## src/hdl/tdpt_pkg.sv

```systemverilog
// Shared types and constants for the trial division prime test
package tdpt_pkg;

    localparam int QUEUE_DEPTH = 2;

    typedef enum logic [1:0]
    {
        BK_IDLE,
        BK_DIV,
        BK_CHECK,
        BK_DONE
    } back_state_t;

    typedef struct packed
    {
        logic full;
        logic empty;
    } q_stat_t;

endpackage

```

## src/hdl/tdpt_back.sv

```systemverilog
// Back part: trial division over a bit-serial divider and the result register
module tdpt_back #(
    parameter int VALUE_BITS = 32
) (
    input  logic                         clk,
    input  logic                         rst_n,
    output logic                         q_pop,
    input  logic [VALUE_BITS+1:0]        q_data,
    input  tdpt_pkg::q_stat_t            q_stat,
    output logic                         is_prime,
    output logic signed [VALUE_BITS-1:0] tested_value,
    output logic                         end_of_run,
    output logic                         empty,
    input  logic                         pop
);
    import tdpt_pkg::*;

    localparam int CNT_BITS = $clog2(VALUE_BITS);
    localparam logic [CNT_BITS-1:0] CNT_LAST = CNT_BITS'(VALUE_BITS - 1);
    localparam logic [VALUE_BITS-1:0] FIRST_DIV = VALUE_BITS'(2);

    back_state_t           state_reg, state_next;
    logic [VALUE_BITS-1:0] val_reg, val_next;
    logic                  last_reg, last_next;
    logic [VALUE_BITS-1:0] div_reg, div_next;
    logic [VALUE_BITS-1:0] quo_reg, quo_next;
    logic [VALUE_BITS-1:0] rem_reg, rem_next;
    logic [CNT_BITS-1:0]   cnt_reg, cnt_next;
    logic                  prime_reg, prime_next;
    logic                  out_vld_reg, out_vld_next;
    logic                  out_prime_reg;
    logic [VALUE_BITS-1:0] out_value_reg;
    logic                  out_last_reg;
    logic                  out_load;
    logic [VALUE_BITS:0]   shifted;
    logic [VALUE_BITS:0]   diff;

    always_comb
    begin
        state_next = state_reg;
        val_next   = val_reg;
        last_next  = last_reg;
        div_next   = div_reg;
        quo_next   = quo_reg;
        rem_next   = rem_reg;
        cnt_next   = cnt_reg;
        prime_next = prime_reg;
        q_pop      = 1'b0;
        out_load   = 1'b0;
        shifted    = {rem_reg, quo_reg[VALUE_BITS-1]};
        diff       = shifted - {1'b0, div_reg};

        case (state_reg)
            BK_IDLE:
            begin
                if (!q_stat.empty)
                begin
                    q_pop      = 1'b1;
                    val_next   = q_data[VALUE_BITS-1:0];
                    last_next  = q_data[VALUE_BITS];
                    div_next   = FIRST_DIV;
                    quo_next   = q_data[VALUE_BITS-1:0];
                    rem_next   = '0;
                    cnt_next   = CNT_LAST;
                    prime_next = 1'b0;
                    state_next = q_data[VALUE_BITS+1] ? BK_DONE : BK_DIV;
                end
            end
            BK_DIV:
            begin
                if (!diff[VALUE_BITS])
                begin
                    rem_next = diff[VALUE_BITS-1:0];
                    quo_next = {quo_reg[VALUE_BITS-2:0], 1'b1};
                end
                else
                begin
                    rem_next = shifted[VALUE_BITS-1:0];
                    quo_next = {quo_reg[VALUE_BITS-2:0], 1'b0};
                end
                cnt_next = cnt_reg - 1'b1;
                if (cnt_reg == '0)
                begin
                    state_next = BK_CHECK;
                end
            end
            BK_CHECK:
            begin
                if (div_reg > quo_reg)
                begin
                    prime_next = 1'b1;
                    state_next = BK_DONE;
                end
                else if (rem_reg == '0)
                begin
                    prime_next = 1'b0;
                    state_next = BK_DONE;
                end
                else
                begin
                    div_next   = div_reg + 1'b1;
                    quo_next   = val_reg;
                    rem_next   = '0;
                    cnt_next   = CNT_LAST;
                    state_next = BK_DIV;
                end
            end
            BK_DONE:
            begin
                if (!out_vld_reg || pop)
                begin
                    out_load   = 1'b1;
                    state_next = BK_IDLE;
                end
            end
            default:
            begin
                state_next = BK_IDLE;
            end
        endcase

        out_vld_next = out_load || (out_vld_reg && !pop);
        empty        = !out_vld_reg;
        is_prime     = out_prime_reg;
        tested_value = out_value_reg;
        end_of_run   = out_last_reg;
    end

    always_ff @(posedge clk or negedge rst_n)
    begin
        if (!rst_n)
        begin
            state_reg   <= BK_IDLE;
            out_vld_reg <= 1'b0;
        end
        else
        begin
            state_reg   <= state_next;
            out_vld_reg <= out_vld_next;
        end
    end

    always_ff @(posedge clk)
    begin
        val_reg   <= val_next;
        last_reg  <= last_next;
        div_reg   <= div_next;
        quo_reg   <= quo_next;
        rem_reg   <= rem_next;
        cnt_reg   <= cnt_next;
        prime_reg <= prime_next;
        if (out_load)
        begin
            out_prime_reg <= prime_reg;
            out_value_reg <= val_reg;
            out_last_reg  <= last_reg;
        end
    end

endmodule

```

## config.mk

```make
export PLATFORM = sky130hd
export DESIGN_NAME = tdpt_back
export DESIGN_NICKNAME = d
export VERILOG_FILES = /design/src/hdl/tdpt_pkg.sv /design/src/hdl/tdpt_back.sv
export SDC_FILE = /design/constraint.sdc
export NUM_CORES = 1
export LEC_CHECK = 0
export ABC_AREA = 0
export ABC_CLOCK_PERIOD_IN_PS = 11500
export BUFFER_PORTS_ARGS = -buffer_cell sky130_fd_sc_hd__buf_2
export CORE_MARGIN = 10
export CORE_UTILIZATION = 54
export CTS_CLUSTER_SIZE = 25
export DETAILED_ROUTE_END_ITERATION = 10
export MAX_ROUTING_LAYER = met4
export PLACE_DENSITY_LB_ADDON = 0.08
export REMOVE_ABC_BUFFERS = 1
export SYNTH_ARGS = -nofsm -noshare
export SYNTH_HDL_FRONTEND = slang
export SYNTH_SLANG_ARGS = --single-unit
```

## constraint.sdc

```tcl
create_clock -name clk -period 11.5 [get_ports clk]
set_clock_uncertainty 0.1 [all_clocks]
set_input_delay 2.875 -clock clk [delete_from_list [all_inputs] [get_ports clk]]
set_output_delay 2.875 -clock clk [all_outputs]
set_load 0.005 [all_outputs]
```

==> flow_summary.yaml, run 1 <==
min_path:
  worstHoldEndpoint: "is_prime$_DFFE_PP_"
  whs_path_depth: 0
  hold_class: "flop to flop"
  min_from: "prime_reg$_SDFFCE_PN0P_"
grt:
  grt_max_degree: 65
  grt_pass1_vias: 7302
  grt_pass1_wl_microns: 38270
  antenna_found_initial: 0
  track_usage_pct: 20.21
  grt_overflow: 0
clock_network:
  root_buffer: "clkbuf_16"
  clk_pin_slew_ns: 0.07
  ctsLongestPathBuffers: 2
  clk_latency_ns: 0.44
  hold_buffers: 0
  htreeDepth: 4
  cts_tree: "done"
  cts_sinks: 172
  cts_setup_buffers: 0
  cts_resized: 0
  numCtsBuffers: 17
placement:
  hpwl_microns: 17300
  portBuffers: 73
  place_congestion: 0.9013
floorplanning:
  io_pins: 75
  die_h_microns: 157.4
  initial_utilization_pct: 54.68
  core_area_sq_mm: 0.01864
  dieArea_sq_mm: 0.02477
  die_w_microns: 157.4
  num_rows: 50
yosys:
  synth.distinct_cells: 61
  synthArstFlopShare_pct: 1.744
  avgSynthCellArea_sq_um: 10.38
  ys.warnings.count: 0
  yosysMostFrequentCell: "edfxtp_1"
  synthCells: 982
  synth.top_cell.area_share_pct: 49.79
  synth_area_sq_mm: 0.01019
  synth_edf_count: 169
  ys_ff_latch: 172
  synth_common_cells: "169 x edfxtp_1, 108 x nor2_1, 90 x a21oi_1"
  ys.flop_type: "edfxtp_1"
  yosysTopAreaCell: "edfxtp_1"
  ys_top_cells_by_area: "edfxtp_1 50%, ha_1 8.6%, a21oi_1 4.4%"
  synth_seq_area_share_pct: 50.52
finish:
  diodes: 0
  layout.nets: 1153
  syn_to_final_growth_pct: 11.50
  drive_above_1_share_pct: 12.31
  fillers: 1627
sta:
  worst_pin_slew_ns: 1.130
  whs_ns: 0.3300
  post-route-period-util_pct: 58.65
  fmax_ghz: 0.1483
  finalHoldViolCount: 0
  rsz0062_at_grt: "false"
  timing.setup.tns_ns: 0
  setup_viol: 0
  relSlewSlack_pct: 24.64
  report.final.slew_viol_count: 0
  period_needed_ns: 6.744
worst_setup_path:
  r2r_end: "rem_reg[24]$_SDFFCE_PN0P_"
  worst-r2r-setup-slack_ns: 7.21
  start_kind: "input port"
  worstSetupPathType: "input port to primary output"
  rr_worst_depth: 10
  cp-end-kind: "primary output"
  r2r_start: "div_reg[5]$_SDFFCE_PN0P_"
  required_ns: 8.53
  cp_max_fo: 34
  cp.arrival_ns: 3.77
flow_run:
  drv_cap: 0
routing:
  via_count: 7575
  drc: 0
  ant_nets: 0
  post_drt_via_cell_ratio: 5.872
  routed_wl_microns: 24380
  drt-wirelength-per-cell_microns: 18.90
  drtIter0Drc: 546
  dr.pass1.iters: 5
outcome:
  status: "completed"
-- per-stage QoR --
step / area (sq um) / util [%] / setup slack [ns] / std cells
global placement: 10770 / 57.75 / 4.753 / 1258
detailed placement: 10770 / 57.75 / 4.732 / 1258
finish: 11370 / 60.97 / 4.756 / 1290
global route: 11370 / 60.97 / 4.686 / 1290
floorplan: 10010 / - / 2.749 / 943
CTS: 11370 / 60.97 / 4.738 / 1290
-- routing by layer --
| layer | vias to the layer above | global-route usage [%] | routed length (microns) |
|---|---|---|---|
| met5 | - | - | 0 |
| met4 | 0 | 5.476 | 327 |
| met3 | 27 | 3.221 | 790 |
| met2 | 134 | 32.75 | 12090 |
| met1 | 3648 | 25.92 | 11170 |
| li1 | 3766 | - | - |
-- cells in the final DEF, fill, tap and decap left out, types with 7 or more instances in the layout --
master	instances
edfxtp_1	169
nor2_1	108
a21oi_1	89
inv_1	79
buf_2	73
ha_1	68
nand2_1	63
xnor2_1	36
a22oi_1	31
nand4_1	28
a21o_1	27
o21ai_0	25
nor3_1	22
nand3_1	19
clkbuf_16	17
o21a_1	16
mux2i_1	14
nand2b_1	13
nor4_1	12
or3_1	9
and2_1	8
xor2_1	8
buf_4	8
and3_1	7
o31ai_1	7
-- critical path, stage by stage --
cell,delay [ns]
buf_2,0.14
nor2b_4,0.10
buf_4,0.42
buf_2,0.21
-- cell type report --
class	count	area (sq um)	share of cell area (%)
Sequential cell	172	5150	45.31
Clock inverter	15	173.9	1.530
Clock buffer	17	425.4	3.743
Inverter	79	296.5	2.609
Multi-Input combinational cell	692	4602	40.49
Tap cell	234	292.8	2.576
Timing Repair Buffer	81	425.4	3.743
-- worst max path at each step --
stage / from / end
4_1_cts: q_stat[0] / q_pop
2_1_floorplan: q_stat[0] / cnt_reg[0]$_SDFFCE_PN1P_
5_1_grt: q_stat[0] / q_pop
6_report: q_stat[0] / q_pop
3_3_place_gp: q_stat[0] / q_pop
3_5_place_dp: q_stat[0] / q_pop
-- cell families (layout without fill, tap and decap cells) --
kind of cell / after synthesis / count (layout) / synth area share [%]
AOI/OAI and AO/OA: 254 / 254 / 16.30
xor gates and xnor gates: 44 / 44 / 3.781
adders and majority gates: 71 / 71 / 8.789
buffers and inverters: 118 / 192 / 4.664
DFF: 172 / 172 / 50.52
muxes: 14 / 14 / 1.375
and+or+nand+nor: 309 / 309 / 14.57
Power of run 1 is left out: the tool's default activity adds up to more than one toggle a clock period on the data nets, which glitch-free logic cannot reach.
==> run 2: changes to the inputs <==
Settings changed: ABC_CLOCK_PERIOD_IN_PS 11500 to 6200.
Clock period 11.5 ns to 6.2 ns, I/O delays scaled along.
==> run 2 against run 1 <==
Net effect:
- routed wire length increased by 0.37%
- die area unchanged
- via count increased by 1.2%
- global-route usage about the same
- utilization about the same
- worst setup slack worse by 2.9 ns
- critical path depth is 6 higher
- register-to-register slack worse by 5.3 ns
- count of clock-buffer cells in the layout stayed put
- first-iteration DRC count grew 9.3%
- flip-flop and latch count unchanged
- final cell count about the same
- critical endpoint is now rem_reg[24]$_SDFFCE_PN0P_
==> flow_summary.yaml, run 2 (synthesized netlist as in run 1, its figures left out) <==
finish:
  drive_above_1_share_pct: 12.39
  stdcell_count: 1291
  regArea_sq_mm: 0.005150
  final_common_cell: "edfxtp_1"
  multiInputGateArea_sq_mm: 0.004602
  fillers: 1624
  layout.nets: 1154
  diodes: 0
  syn_to_final_growth_pct: 11.57
  utilization_pct: 61.01
  layout_common_cells: "169 x edfxtp_1, 108 x nor2_1, 89 x a21oi_1"
sta:
  worst_pin_slew_ns: 1.120
  relSlewSlack_pct: 25.33
  setup_viol: 0
  report.final.slew_viol_count: 0
  finalHoldViolCount: 0
  timing.setup.tns_ns: 0
  rsz0062_at_grt: "false"
  period_needed_ns: 4.305
  fmax_ghz: 0.2323
  post-route-period-util_pct: 69.44
clock_network:
  clk_pin_slew_ns: 0.07
  htreeDepth: 4
  numCtsBuffers: 17
  cts_tree: "done"
  ctsLongestPathBuffers: 2
  cts_resized: 0
  root_buffer: "clkbuf_16"
  hold_buffers: 0
  clk_latency_ns: 0.44
  cts_setup_buffers: 0
  cts_sinks: 172
worst_setup_path:
  cp_max_fo: 25
  cp.arrival_ns: 4.36
  cp-end-kind: "flop"
  worstSetupPathType: "flop to flop"
  start_kind: "flop"
  required_ns: 6.25
grt:
  grt_pass1_vias: 7445
  grt_max_degree: 65
  grt_overflow: 0
  track_usage_pct: 20.24
  grt_pass1_wl_microns: 38430
  antenna_found_initial: 0
floorplanning:
  num_rows: 50
  dieArea_sq_mm: 0.02477
  io_pins: 75
  die_h_microns: 157.4
  die_w_microns: 157.4
  core_area_sq_mm: 0.01864
  initial_utilization_pct: 54.68
routing:
  routed_wl_microns: 24470
  drtIter0Drc: 597
  via_count: 7665
  ant_nets: 0
  post_drt_via_cell_ratio: 5.937
  drc: 0
  dr.pass1.iters: 5
  drt-wirelength-per-cell_microns: 18.95
placement:
  portBuffers: 73
  place_congestion: 0.9001
  dp_cells: 1259
  hpwl_microns: 17430
flow_run:
  drv_cap: 0
min_path:
  hold_class: "flop to flop"
outcome:
  status: "completed"
## run 2: changes by cell type in the layout (fill, tap and decap cells not counted), sizes merged
cell and delta:
buf +1
## run 2: path summary, 6_finish.rpt
check                                          from                        end  slack [ns]  cells after the start
hold / removal                   last_reg$_DFFE_PP_       end_of_run$_DFFE_PP_        0.34                      0
max in group asynchronous                     rst_n      out_vld_reg$_DFF_PN0_        5.10                      1
setup / recovery           div_reg[5]$_SDFFCE_PN0P_  rem_reg[24]$_SDFFCE_PN0P_        1.89                     10
setup reg to reg           div_reg[5]$_SDFFCE_PN0P_  rem_reg[24]$_SDFFCE_PN0P_        1.89                     10
min in group asynchronous                     rst_n   state_reg[0]$_DFFE_PN0P_        0.79                      1
hold reg to reg                  last_reg$_DFFE_PP_       end_of_run$_DFFE_PP_        0.34                      0
## run 2: per-stage QoR
step / area, sq um / hold slack (ns) / setup WS, ns
after global routing: 11370 / 0.3492 / 1.748
after global placement: 10770 / 0.3045 / 1.962
after detailed placement: 10770 / 0.3213 / 1.960
final: 11370 / 0.3403 / 1.895
after CTS: 11370 / 0.3394 / 1.951
after floorplan: 10010 / 0.3003 / -1.622
## run 2: final cells by class
type | instances | area share (%)
Sequential cell | 172 | 45.28
Timing Repair Buffer | 82 | 3.806
Inverter | 79 | 2.607
Multi-Input combinational cell | 692 | 40.46
Clock inverter | 15 | 1.529
Tap cell | 234 | 2.574
Clock buffer | 17 | 3.740
## run 2: worst max-delay path, stage by stage, from the launching register on
cell,delay [ns]
edfxtp_1,0.42
inv_1,0.10
ha_1,0.39
a21o_1,0.25
a211oi_2,0.27
a211o_1,0.22
a21oi_1,0.10
o21ai_1,0.64
nand3_2,0.84
nand2_1,0.50
o21ai_0,0.19
## run 2: layer usage
metal,vias up,global-route usage [%],routed length [microns]
met4,0,4.987,268
li1,3770,-,-
met2,161,33.15,12160
met1,3714,25.94,11150
met3,20,3.111,888
met5,-,-,0
Power of run 2 is left out for the same reason.
==> run 3: changes to the inputs <==
Settings changed: ABC_AREA 0 to 1, ABC_CLOCK_PERIOD_IN_PS 6200 to 3600.
Clock period 6.2 ns to 3.6 ns, I/O delays scaled along.
==> run 3 against run 2 <==
Net effect:
- first-iteration DRC count up 3.2%
- utilization up 0.77 points
- global-route usage up 1.1 points
- worst setup slack worse by 1.4 ns
- largest cell class unchanged
- highest routed layer unchanged
==> flow_summary.yaml, run 3 <==
floorplanning:
  num_rows: 51
  die_h_microns: 161.1
  dieArea_sq_mm: 0.02597
  initial_utilization_pct: 55.09
  die_w_microns: 161.1
  io_pins: 75
  core_area_sq_mm: 0.01953
finish:
  multiInputGateArea_sq_mm: 0.004862
  regArea_sq_mm: 0.005150
  fillers: 1750
  layout.nets: 1468
  syn_to_final_growth_pct: 12.13
  drive_above_1_share_pct: 10.80
  layout_common_cells: "310 x nand2_1, 177 x nor2_1, 169 x edfxtp_1"
  diodes: 0
  final_common_cell: "nand2_1"
clock_network:
  clk_pin_slew_ns: 0.08
  clk_latency_ns: 0.44
  hold_buffers: 0
  htreeDepth: 4
  cts_setup_buffers: 0
  root_buffer: "clkbuf_16"
  ctsLongestPathBuffers: 2
  cts_resized: 0
  cts_tree: "done"
  cts_sinks: 172
  numCtsBuffers: 17
worst_setup_path:
  rr_worst_depth: 12
  cp_num_buf_inv: 0
  r2r_end: "rem_reg[4]$_SDFFCE_PN0P_"
  r2r_start: "div_reg[0]$_SDFFCE_PN0P_"
  worst-r2r-setup-slack_ns: 0.49
  crit_chain: "ha_1 -> fa_1 -> o21ai_2 -> nand2_1 -> nand2_1 -> nand2_1 -> nand2_2 -> nand2_4 -> nand3_2 -> nand2_4 -> nor2_1 -> nor2_1"
  worstSetupPathType: "flop to flop"
  cpMostUsedCell: "nand2_1"
  max_stage_delay_ns: 0.48
  start_kind: "flop"
  required_ns: 3.70
  cp-end-kind: "flop"
  cp.arrival_ns: 3.21
  crit_slowest_cell: "edfxtp_1"
  path_delay_family: "simple AND/OR/NAND/NOR gates"
  cp_max_fo: 17
routing:
  drtIter0Drc: 616
  ant_nets: 0
  post_drt_via_cell_ratio: 5.421
  drc: 0
  drt-wirelength-per-cell_microns: 16.34
  via_count: 8868
  dr.pass1.iters: 6
  routed_wl_microns: 26740
yosys:
  ys_top_cells_by_area: "edfxtp_1 47%, nand2_1 11%, ha_1 8.1%"
  yosysMostFrequentCell: "nand2_1"
  synth_common_cells: "310 x nand2_1, 179 x nor2_1, 169 x edfxtp_1"
  synthArstFlopShare_pct: 1.744
  avgSynthCellArea_sq_um: 8.372
  ys_ff_latch: 172
  synth_area_sq_mm: 0.01076
  yosysTopAreaCell: "edfxtp_1"
  ys.flop_type: "edfxtp_1"
  synth.top_cell.area_share_pct: 47.17
  synth.distinct_cells: 41
  synthCells: 1285
  synth_edf_count: 169
  ys.warnings.count: 0
  synth_seq_area_share_pct: 47.87
outcome:
  status: "completed"
placement:
  portBuffers: 73
  dp_worst_setup_slack_ns: 0.5734
  hpwl_microns: 19870
  place_congestion: 0.9417
flow_run:
  drv_cap: 0
sta:
  post-route-period-util_pct: 86.42
  fmax_ghz: 0.3214
  report.final.slew_viol_count: 0
  period_needed_ns: 3.111
  finalHoldViolCount: 0
  setup_viol: 0
  timing.setup.tns_ns: 0
  setup_ws_ns: 0.4887
  rsz0062_at_grt: "false"
  worst_pin_slew_ns: 1.126
  relSlewSlack_pct: 24.82
grt:
  track_usage_pct: 21.31
  grt_max_degree: 35
  grt_pass1_wl_microns: 43910
  antenna_found_initial: 0
  grt_overflow: 0
  grt_pass1_vias: 8846
min_path:
  hold_class: "input port to async pin"
## run 3: cell types whose count changed after synthesis, moves of 9 or more
| cell | delta |
|---|---|
| a21oi_1 | +38 |
| mux2i_1 | -14 |
| a21o_1 | -25 |
| xnor2_1 | -31 |
| nand2b_1 | -13 |
| a22oi_1 | -31 |
| nor2_1 | +71 |
| nand3b_1 | +22 |
| o21a_1 | -14 |
| nand2_1 | +247 |
| or3_1 | -9 |
| nand3_1 | +33 |
| inv_1 | +82 |
## run 3: layer usage
layer	vias up	share of wire, %	wire [microns]	global-route usage, %
li1	4461	-	-	-
met1	4130	45	11930	26.20
met2	231	49	13070	35.56
met3	46	4.3	1143	3.025
met4	0	2.2	595	6.989
met5	-	0	0	-
## run 3: kinds of logic after synthesis
logic type                 after synthesis  synth area share [%]
AOI/OAI and AO/OA                      180                 8.804
xor gates and xnor gates                13                 1.058
adders and majority gates               71                 8.328
buffers and inverters                  194                 7.118
DFF                                    172                 47.87
and+or+nand+nor                        655                 26.82
## run 3: layout make-up
cell class / count / area share, %
Sequential cell: 172 / 42.69
Multi-Input combinational cell: 919 / 40.31
Inverter: 166 / 5.165
Timing Repair Buffer: 82 / 3.796
Clock buffer: 17 / 3.527
Tap cell: 265 / 2.749
Clock inverter: 15 / 1.763
## run 3: how the worst max path moves through the flow
stage / slack [ns] / depth (start not counted) / start / to
after detailed placement: 0.57 / 12 / div_reg[0]$_SDFFCE_PN0P_ / rem_reg[7]$_SDFFCE_PN0P_
after global placement: 0.61 / 12 / div_reg[0]$_SDFFCE_PN0P_ / rem_reg[4]$_SDFFCE_PN0P_
after global routing: 0.31 / 12 / div_reg[0]$_SDFFCE_PN0P_ / rem_reg[0]$_SDFFCE_PN0P_
final: 0.49 / 12 / div_reg[0]$_SDFFCE_PN0P_ / rem_reg[4]$_SDFFCE_PN0P_
after CTS: 0.55 / 12 / div_reg[0]$_SDFFCE_PN0P_ / rem_reg[0]$_SDFFCE_PN0P_
after floorplan: 0.24 / 1 / q_stat[0] / q_pop
## run 3: through the flow
stage	util [%]	cell area (sq um)	std cells	hold WS, ns
after floorplan	-	10620	1257	0.3003
after global placement	58.51	11420	1604	0.3068
after detailed placement	58.51	11420	1604	0.3098
after CTS	61.78	12060	1636	0.1333
after global routing	61.78	12060	1636	0.1305
final	61.78	12060	1636	0.1425
Power of run 3 is left out for the same reason.
